<file path="config.mk">
export PLATFORM = sky130hd
export DESIGN_NAME = frame_line_reassembly_tracker
export DESIGN_NICKNAME = d
export VERILOG_FILES = /design/src/rtl/flr_pkg.sv /design/src/rtl/frame_line_reassembly_tracker.sv /design/src/rtl/flr_ram.sv
export SDC_FILE = /design/constraint.sdc
export NUM_CORES = 1
export LEC_CHECK = 0
export ABC_AREA = 0
export BUFFER_PORTS_ARGS = -buffer_cell sky130_fd_sc_hd__buf_4
export CORE_MARGIN = 10
export CORE_UTILIZATION = 63
export CTS_BUF_LIST = sky130_fd_sc_hd__clkbuf_4
export DETAILED_ROUTE_END_ITERATION = 10
export PLACE_DENSITY = 0.82
export SYNTH_ARGS = -nofsm -noshare
export SYNTH_HDL_FRONTEND = slang
export SYNTH_SLANG_ARGS = --single-unit
</file>
<file path="constraint.sdc">
create_clock -name aclk -period 12.1 [get_ports aclk]
set_input_delay 1.21 -clock aclk [delete_from_list [all_inputs] [get_ports aclk]]
set_output_delay 1.21 -clock aclk [all_outputs]
set_load 0.005 [all_outputs]
</file>
<file path="src/rtl/flr_pkg.sv">
// Package with constants and types shared by the frame line reassembly tracker files.
package flr_pkg;

    localparam int MAX_LINES = 512;
    localparam int ROW_W     = 16;
    localparam int ROW_SH    = $clog2(ROW_W);
    localparam int ROWS      = (MAX_LINES + ROW_W - 1) / ROW_W;
    localparam int ROW_AW    = (ROWS > 1) ? $clog2(ROWS) : 1;

    localparam logic [9:0]  LINE_COUNT_RESET = 10'd500;
    localparam logic [19:0] WAIT_TICKS_RESET = 20'd1000;

    localparam logic REG_LINE_COUNT = 1'b0;
    localparam logic REG_WAIT_TICKS = 1'b1;

    typedef enum logic [1:0] {
        OP_START = 2'd0,
        OP_LINE  = 2'd1,
        OP_TICK  = 2'd2,
        OP_STOP  = 2'd3
    } opcode_t;

    typedef enum logic [2:0] {
        V_ACCEPT      = 3'd0,
        V_WRONG_FRAME = 3'd1,
        V_RANGE       = 3'd2,
        V_DUP         = 3'd3,
        V_IDLE        = 3'd4,
        V_CONTROL     = 3'd5
    } verdict_t;

endpackage

</file>
<file path="src/rtl/frame_line_reassembly_tracker.sv">
// Top level of the frame line reassembly tracker.
// The block takes one word per cycle and returns one result word for each, after the word has
// passed the working register and the output register; back-pressure on the result side stalls
// the input only when both these registers are full. The rate is set by the line-presence map,
// a registered-read RAM of rows of 16 flags that is read when a word is accepted and written
// back from the working register, with a forwarding register for back-to-back hits on one row.
// A start clears the map at once through one valid flag per row, so there is no clearing
// pass after reset. Registers line_count (offset 0) and wait_ticks (offset 4) sit on the
// APB port and are sampled live; write them only while no word is in flight.
module frame_line_reassembly_tracker (
    input  logic        aclk,
    input  logic        aresetn,
    input  logic        s_tvalid,
    output logic        s_tready,
    // tdata: frame_number[15:0], line_number[31:16]
    input  logic [31:0] s_tdata,
    // tuser: opcode[1:0]
    input  logic [1:0]  s_tuser,
    output logic        m_tvalid,
    input  logic        m_tready,
    // tdata: verdict[2:0], line_slot[11:3], frame_started[12], frame_id[20:13],
    // frame_done[21], missing_lines[31:22], timed_out[32], zero fill[39:33]
    output logic [39:0] m_tdata,
    input  logic        psel,
    input  logic        penable,
    input  logic        pwrite,
    input  logic [2:0]  paddr,
    input  logic [31:0] pwdata,
    output logic [31:0] prdata,
    output logic        pready
);
    import flr_pkg::*;

    logic [9:0]  line_count_reg;
    logic [19:0] wait_ticks_reg;

    logic        p_valid_reg;
    opcode_t     p_op_reg;
    logic [15:0] p_fnum_reg;
    logic [15:0] p_lnum_reg;

    logic             fwd_hit_reg;
    logic [ROW_W-1:0] fwd_data_reg;
    logic [ROWS-1:0]  row_valid_reg, row_valid_next;

    logic [9:0]  lines_remaining_reg, lines_remaining_next;
    logic [7:0]  frame_counter_reg, frame_counter_next;
    logic        request_open_reg, request_open_next;
    logic [19:0] timeout_counter_reg, timeout_counter_next;

    logic        m_valid_reg;
    logic [32:0] m_data_reg;

    logic        p_fire, s_accept, cfg_write;
    logic [15:0] s_idx, p_idx;
    logic [ROW_AW-1:0] s_row, p_row;
    logic [ROW_SH-1:0] p_bit;
    logic [ROW_W-1:0]  ram_rdata, old_row, row_wdata;
    logic        wr_en;
    logic [9:0]  eff_lines;

    verdict_t    verdict;
    logic [8:0]  slot;
    logic        started, done, tmo;
    logic [9:0]  missing;

    assign p_fire   = p_valid_reg && (!m_valid_reg || m_tready);
    assign s_tready = !p_valid_reg || p_fire;
    assign s_accept = s_tvalid && s_tready;

    assign s_idx = s_tdata[31:16] - 16'd1;
    assign s_row = s_idx[ROW_SH +: ROW_AW];
    assign p_idx = p_lnum_reg - 16'd1;
    assign p_row = p_idx[ROW_SH +: ROW_AW];
    assign p_bit = p_idx[ROW_SH-1:0];

    flr_ram #(
        .WIDTH (ROW_W),
        .DEPTH (ROWS)
    ) u_map (
        .aclk  (aclk),
        .we    (p_fire && wr_en),
        .waddr (p_row),
        .wdata (row_wdata),
        .re    (s_accept),
        .raddr (s_row),
        .rdata (ram_rdata)
    );

    always_comb begin
        if (line_count_reg == 10'd0) begin
            eff_lines = 10'd1;
        end else if (32'(line_count_reg) > 32'(MAX_LINES)) begin
            eff_lines = 10'(MAX_LINES);
        end else begin
            eff_lines = line_count_reg;
        end
    end

    always_comb begin
        if (fwd_hit_reg) begin
            old_row = fwd_data_reg;
        end else if (row_valid_reg[p_row]) begin
            old_row = ram_rdata;
        end else begin
            old_row = '0;
        end
        row_wdata = old_row | (ROW_W'(1) << p_bit);
    end

    always_comb begin
        verdict              = V_CONTROL;
        slot                 = 9'd0;
        started              = 1'b0;
        done                 = 1'b0;
        missing              = 10'd0;
        tmo                  = 1'b0;
        wr_en                = 1'b0;
        row_valid_next       = row_valid_reg;
        lines_remaining_next = lines_remaining_reg;
        frame_counter_next   = frame_counter_reg;
        request_open_next    = request_open_reg;
        timeout_counter_next = timeout_counter_reg;
        case (p_op_reg)
            OP_START: begin
                if (!request_open_reg) begin
                    frame_counter_next   = frame_counter_reg + 8'd1;
                    row_valid_next       = '0;
                    lines_remaining_next = eff_lines;
                    timeout_counter_next = wait_ticks_reg;
                    request_open_next    = 1'b1;
                    started              = 1'b1;
                end
            end
            OP_LINE: begin
                if (!request_open_reg) begin
                    verdict = V_IDLE;
                end else if (p_fnum_reg != {8'd0, frame_counter_reg}) begin
                    verdict = V_WRONG_FRAME;
                end else if (p_lnum_reg == 16'd0 || p_lnum_reg > {6'd0, eff_lines}) begin
                    verdict = V_RANGE;
                end else if (old_row[p_bit]) begin
                    verdict = V_DUP;
                end else begin
                    verdict               = V_ACCEPT;
                    slot                  = p_idx[8:0];
                    wr_en                 = 1'b1;
                    row_valid_next[p_row] = 1'b1;
                    if (lines_remaining_reg != 10'd0) begin
                        lines_remaining_next = lines_remaining_reg - 10'd1;
                    end
                    if (lines_remaining_next == 10'd0) begin
                        request_open_next = 1'b0;
                        done              = 1'b1;
                    end
                end
            end
            OP_TICK: begin
                if (request_open_reg) begin
                    if (timeout_counter_reg <= 20'd1) begin
                        timeout_counter_next = 20'd0;
                        request_open_next    = 1'b0;
                        done                 = 1'b1;
                        missing              = lines_remaining_reg;
                        tmo                  = (lines_remaining_reg != 10'd0);
                    end else begin
                        timeout_counter_next = timeout_counter_reg - 20'd1;
                    end
                end
            end
            OP_STOP: begin
                if (request_open_reg) begin
                    request_open_next    = 1'b0;
                    timeout_counter_next = 20'd0;
                    done                 = 1'b1;
                    missing              = lines_remaining_reg;
                    tmo                  = (lines_remaining_reg != 10'd0);
                end
            end
            default: begin
            end
        endcase
    end

    always_ff @(posedge aclk) begin
        if (!aresetn) begin
            p_valid_reg         <= 1'b0;
            fwd_hit_reg         <= 1'b0;
            row_valid_reg       <= '0;
            lines_remaining_reg <= 10'd0;
            frame_counter_reg   <= 8'd0;
            request_open_reg    <= 1'b0;
            timeout_counter_reg <= 20'd0;
            m_valid_reg         <= 1'b0;
        end else begin
            if (s_accept) begin
                p_valid_reg <= 1'b1;
                fwd_hit_reg <= p_fire && wr_en && (p_row == s_row);
            end else if (p_fire) begin
                p_valid_reg <= 1'b0;
            end
            if (p_fire) begin
                row_valid_reg       <= row_valid_next;
                lines_remaining_reg <= lines_remaining_next;
                frame_counter_reg   <= frame_counter_next;
                request_open_reg    <= request_open_next;
                timeout_counter_reg <= timeout_counter_next;
                m_valid_reg         <= 1'b1;
            end else if (m_tready) begin
                m_valid_reg <= 1'b0;
            end
        end
    end

    always_ff @(posedge aclk) begin
        if (s_accept) begin
            p_op_reg     <= opcode_t'(s_tuser);
            p_fnum_reg   <= s_tdata[15:0];
            p_lnum_reg   <= s_tdata[31:16];
            fwd_data_reg <= row_wdata;
        end
        if (p_fire) begin
            m_data_reg <= {tmo, missing, done, frame_counter_next, started, slot, verdict};
        end
    end

    assign m_tvalid = m_valid_reg;
    assign m_tdata  = {7'd0, m_data_reg};

    assign pready    = 1'b1;
    assign cfg_write = psel && penable && pwrite;

    always_ff @(posedge aclk) begin
        if (!aresetn) begin
            line_count_reg <= LINE_COUNT_RESET;
            wait_ticks_reg <= WAIT_TICKS_RESET;
        end else if (cfg_write) begin
            unique case (paddr[2])
                REG_LINE_COUNT: line_count_reg <= pwdata[9:0];
                REG_WAIT_TICKS: wait_ticks_reg <= pwdata[19:0];
                default: begin
                end
            endcase
        end
    end

    always_comb begin
        unique case (paddr[2])
            REG_LINE_COUNT: prdata = {22'd0, line_count_reg};
            REG_WAIT_TICKS: prdata = {12'd0, wait_ticks_reg};
            default:        prdata = 32'd0;
        endcase
    end

endmodule

</file>
<file path="src/rtl/flr_ram.sv">
// Generic single-port-write, single-port-read RAM with a registered read.
module flr_ram #(
    parameter int WIDTH = 16,
    parameter int DEPTH = 32,
    parameter int AW    = (DEPTH > 1) ? $clog2(DEPTH) : 1
) (
    input  logic             aclk,
    input  logic             we,
    input  logic [AW-1:0]    waddr,
    input  logic [WIDTH-1:0] wdata,
    input  logic             re,
    input  logic [AW-1:0]    raddr,
    output logic [WIDTH-1:0] rdata
);

    logic [WIDTH-1:0] mem [DEPTH];
    logic [WIDTH-1:0] rdata_reg;

    always_ff @(posedge aclk) begin
        if (we) begin
            mem[waddr] <= wdata;
        end
        if (re) begin
            rdata_reg <= mem[raddr];
        end
    end

    assign rdata = rdata_reg;

endmodule

</file>
### Yosys cells after proc, flatten, opt, wreduce, memory -nomap -nowiden

Memory sizes are Yosys's and may differ from the RTL's. A register that Yosys moved wholly into a read port is not among the register bits.
Index checks and enable logic that the tools add are counted.

* register bits: 187
* RAM bits: 512
* logic and storage cells: 155
* memories: 1

* add/sub/neg operators: 5
* magnitude comparators: 6
* eq/ne operators: 12
* shift-type cells: 1
* mux-type cells: 77
* bitwise operators: 5
* reductions and logical operators: 28

Memories
* u_map.mem: words 32, width 16, read ports 1, clocked after memory_dff 1, write ports 1, RTL line flr_ram.sv:16 `logic [WIDTH-1:0] mem [DEPTH];`

Operators by type and width (number)
* $mux 10: 16
* $mux 32: 5
* $pmux 32 s2: 2
* $mux 20: 4
* $pmux 20 s3: 1
* $pmux 10 s2: 2
* $mux 1: 35
* $mux 16: 2
* $or 32x32->32: 1
* $le 20x1->1 const B: 1
* $logic_not 10->1: 2
* $sub 20x1->20 const B: 1
* $sub 9x1->9 const B: 2
* $gt 16x10->1: 1
* $logic_not 16->1: 1
* $mux 8: 2
* $ne 16x8->1: 1
* $or 16x16->16: 1
* $shl 1x4->16 const A: 1
* $ne 2x2->1 const B: 7
* $gt 10x10->1 const B: 1
* $reduce_bool 10->1: 1
* $sub 10x1->10 const B: 1
* $add 8x1->8 const B: 1
* 25 further kinds: 42

### Logic depth before layout (Yosys ltp)

* depth in word-level cells: 19
* mapped depth: 19
* mapped depth without buffers: 16

### Hierarchy

From an unflattened synthesis, not the netlist that was laid out.

* cell total of the unflattened synthesis: 2178
* area, all modules: 30440.4 um^2

By module, submodules not included
* flr_ram: times used 1, cells each 1143, area an instance 20694.8 um^2
* frame_line_reassembly_tracker: times used 1, cells each 1035, area an instance 9745.6 um^2

### Worst setup path before layout

No wires, ideal clock.

* path type: register to register
* from: reg p_lnum_reg[0]
* to: mem u_map.mem[29][0] (enable)
* library setup time: 0.409 ns
* arrival time: 5.560 ns
* data required time: 11.691 ns
* slack: 6.131 ns
* cell stages (with the launch flop): 19
* buffers on the path: 6
* cells stage by stage: edfxtp_1 > clkbuf_1 > clkbuf_1 > inv_1 > ha_1 > buf_4 > nor3b_4 > xor2_2 > buf_4 > mux4_2 > o22ai_1 > nor2_1 > a21oi_1 > nor4_1 > o32ai_2 > or4b_1 > buf_2 > buf_6 > nor3_1

* elaborated cells between the ends (all ways): 18
* classes of those cells: add/sub: 1; order compare: 1; mux: 13; reduce/logical: 3

RTL lines
* start, declared: RTL line frame_line_reassembly_tracker.sv:40 `logic [15:0] p_lnum_reg;`
* start signal, assigned: RTL line frame_line_reassembly_tracker.sv:219 `p_lnum_reg <= s_tdata[31:16];`
* $sub 9x1->9: RTL line frame_line_reassembly_tracker.sv:73 `assign p_idx = p_lnum_reg - 16'd1;`
* net p_idx[0]: RTL line frame_line_reassembly_tracker.sv:55 `logic [15:0] s_idx, p_idx;`
* $bmux 1 s4: RTL line frame_line_reassembly_tracker.sv:142 `end else if (old_row[p_bit]) begin`
* $mux 1 (not written as such): RTL line frame_line_reassembly_tracker.sv:142
* $mux 1: RTL line frame_line_reassembly_tracker.sv:142
* $mux 1: RTL line frame_line_reassembly_tracker.sv:140 `end else if (p_lnum_reg == 16'd0 || p_lnum_reg > {6'd0, eff_lines}) begin`
* $mux 1: RTL line frame_line_reassembly_tracker.sv:138 `end else if (p_fnum_reg != {8'd0, frame_counter_reg}) begin`
* $mux 1: RTL line frame_line_reassembly_tracker.sv:136 `if (!request_open_reg) begin`
* $mux 1: RTL line frame_line_reassembly_tracker.sv:124 `case (p_op_reg)`
* $logic_and 1x1->1: RTL line frame_line_reassembly_tracker.sv:82 `.we (p_fire && wr_en),`
* $mux 1: RTL line flr_ram.sv:20 `if (we) begin`
* $mux 1 (not written as such): RTL line flr_ram.sv:21 `mem[waddr] <= wdata;`
* end, declared: RTL line flr_ram.sv:16

The timed path passes the listed nets, and every way through them passes these cells. The select of a mux whose other input is x is not followed.

### Worst setup path after layout

* from: reg p_lnum_reg[0]
* to: mem u_map.mem[28][15] (enable)

The elaborated chain is that of the path after synthesis.

==> impl_metrics.tcl <==
set metrics [dict create \
    status "completed" \
    layout.nets 2181 \
    syn_inst 1846 \
    firstDrtPassIters 9 \
    met3_usage_pct 5.29 \
    reg2reg_to "u_map.mem[28][15]" \
    dp.cells 2514 \
    cap_violations 0 \
    path_clk_slew_ns 0.07 \
    io_pins 151 \
    antenna_found_initial 2 \
    cts_buffers 173 \
    grt_pass1_vias 18300 \
    core_area_um2 46700 \
    drc 0 \
    post-route-period-util_pct 53.1 \
    synthArstFlopShare_pct 0 \
    place.detailed.hpwl_mm 42.1 \
    drt_iter0_drc 2132 \
    routedWlPerCell_um 24.6 \
    final_cell_count_no_fill 2831 \
    powerDensity_nw_per_um2 154 \
    grt_usage_pct 25.0 \
    cp-end-kind "flop" \
    die_w_um 237 \
    whs_ns 0.380 \
    whs_path_depth 1 \
    syn_avg_cell_area_um2 16.1 \
    leakage_nw 11.6 \
    finalPower_mw 5.17 \
    synth_area_leader_cell "edfxtp_1" \
    gp_congestion 0.882 \
    r2r-start "p_lnum_reg[0]" \
    yosysWarningCount 0 \
    grt_max_degree 73 \
    holdPathEnd "p_lnum_reg[13]" \
    synth_edf_count 611 \
    via_count 18000 \
    cts_root_buf "clkbuf_4" \
    slew_headroom_pct 19.6 \
    ff2ff_setup_slack_ns 5.67 \
    avgViaCountPerCell 6.35 \
    dieArea_um2 56300 \
    final_common_cell "edfxtp_1" \
    synth_top_area_share_pct 61.6 \
    grt_pass1_wl_mm 106 \
    tightest_slew_ns 1.20 \
    clk_latency_ns 1.02 \
    ys_seq_elements 715 \
    critPathMaxFanout 42 \
    setup_viol 0 \
    final_layout_size_suffix_gt1_share_pct 31.3 \
    critPathRequiredTime_ns 12.79 \
    die_h_um 237 \
    critPathKind "reg2reg" \
    hold_start "s_tdata[29]" \
    timing.reg2reg.worst_path_depth 15 \
    arrival_ns 7.12 \
    synth_seq_area_share_pct 68.6 \
    wl_mm 69.5 \
    cts_sinks 715 \
    synth_area_leaders "edfxtp_1, mux4_2, dfxtp_1, nand2_1, mux2_2" \
    area_delta_synth_final_pct 13.1 \
    ant_nets 0 \
    startpoint "p_lnum_reg[0]" \
    syn_area_um2 29800 \
    ys.flop_type "edfxtp_1" \
    busiest_layer "met2" \
    hp-class "in2reg" \
    grt_util_met2_pct 41.0 \
    vdd_drop_max_mv 0.125 \
    cts_hold_buf 0 \
    largest_register_ffs 512 \
    cts_max_level 4 \
    tritoncts "built" \
    grt_util_met1_pct 30.4 \
    start_kind "flop" \
    io_buffers 116 \
    clockBufferDepth 3 \
    initial_core_util_pct 63.8 \
    post_cts_resized 0 \
    hold_viol 0 \
    rsz0062_at_grt "no" \
    row_count 79 \
    setup-tns-final_ns 0 \
    mostFrequentLayoutCells "edfxtp_1, clkbuf_4, nand2_1, buf_4, mux4_2" \
    max_freq_ghz 0.156 \
    slew_viol_final 0 \
    finClkSkew_ns 0.0605 \
    synth.distinct_cells 83 \
    grt_overflow 0 \
    cts_setup_buffers 0 \
    min_period_ns 6.43 \
]
-- logic make-up after synthesis --
logic type | after synthesis | synth area share [%]
buffers and inverters | 156 | 2.39
adders and majority gates | 23 | 0.967
xor gates and xnor gates | 43 | 1.34
and+or+nand+nor | 464 | 7.48
other | 2 | 0.0252
muxes | 214 | 14.2
AOI/OAI and AO/OA | 229 | 4.98
DFF | 715 | 68.6
-- layer usage --
layer  vias up  share of wire (%)
li1       7799                  -
met1      8915                 35
met2      1056                 51
met3       200                8.8
met4         0                4.9
met5         -                  0
-- per-stage QoR --
step           setup slack, ns  utilization (%)  area [um2]
2_1_floorplan             6.13                -       29800
3_5_place_dp              5.87             67.3       31400
4_1_cts                   5.87             72.1       33600
3_3_place_gp              6.02             67.3       31400
6_report                  5.67             72.2       33700
5_1_grt                   5.49             72.1       33700
-- how the worst max path moves through the flow --
stage / to / slack, ns / cells past startpoint
final: u_map.mem[28][15] / 5.67 / 15
after global routing: u_map.mem[28][6] / 5.49 / 15
after CTS: u_map.mem[29][10] / 5.87 / 15
after detailed placement: u_map.mem[29][6] / 5.87 / 15
after global placement: u_map.mem[30][14] / 6.02 / 15
after floorplan: u_map.mem[29][0] / 6.13 / 18
-- cell usage after synthesis, types with 3 or more instances --
library cell	n
o21ai_0	58
a31oi_1	4
xnor2_1	24
a222oi_1	9
buf_1	13
nand4_1	10
a41o_1	3
nor3_1	58
nand3_1	36
xor2_1	16
o31a_1	4
ha_1	23
a221oi_1	5
a32oi_1	3
inv_1	32
a221o_1	3
or4_1	3
o21ai_1	13
a22o_1	3
o21a_1	4
a22oi_1	6
nand2_1	177
a211oi_1	6
o31ai_1	3
mux2_2	33
mux2i_1	17
clkbuf_1	78
o2111ai_1	3
dfxtp_1	104
a32o_1	4
buf_4	22
nor2_1	87
nor4_1	19
nand2b_1	8
buf_2	4
or3_1	5
nor2b_1	12
a21oi_1	73
buf_6	5
and2_1	22
edfxtp_1	611
nor3_2	9
mux4_2	163
-- power breakdown --
group / internal, mW / total, mW / switching, mW
clock: 1.02 / 1.96 / 0.936
combinational: 0.166 / 0.438 / 0.272
sequential: 2.75 / 2.78 / 0.0238
total: 3.94 / 5.17 / 1.23
-- cell type report --
cell class	count	area [um2]
clock buffer	258	1940
clock inverter	54	292
tap	607	759
inverter	33	124
timing repair buffer	166	1250
antenna	5	12.5
sequential	715	20400
fill	2876	13000
multi-input combinational	993	8860
-- critical path, cell delays in order, from the launching register on --
cell      delay (ns)
edfxtp_1        0.92
inv_1           0.30
ha_1            0.42
nor3b_4         0.22
xor2_2          0.14
buf_4           0.29
mux4_2          0.55
o22ai_1         0.22
nor2_1          0.17
a21oi_1         0.23
nor4_1          0.09
o32ai_2         0.58
or4b_2          0.64
buf_4           0.33
nor3_2          0.61
buf_4           0.37
Power figures use the tool's default switching activity.
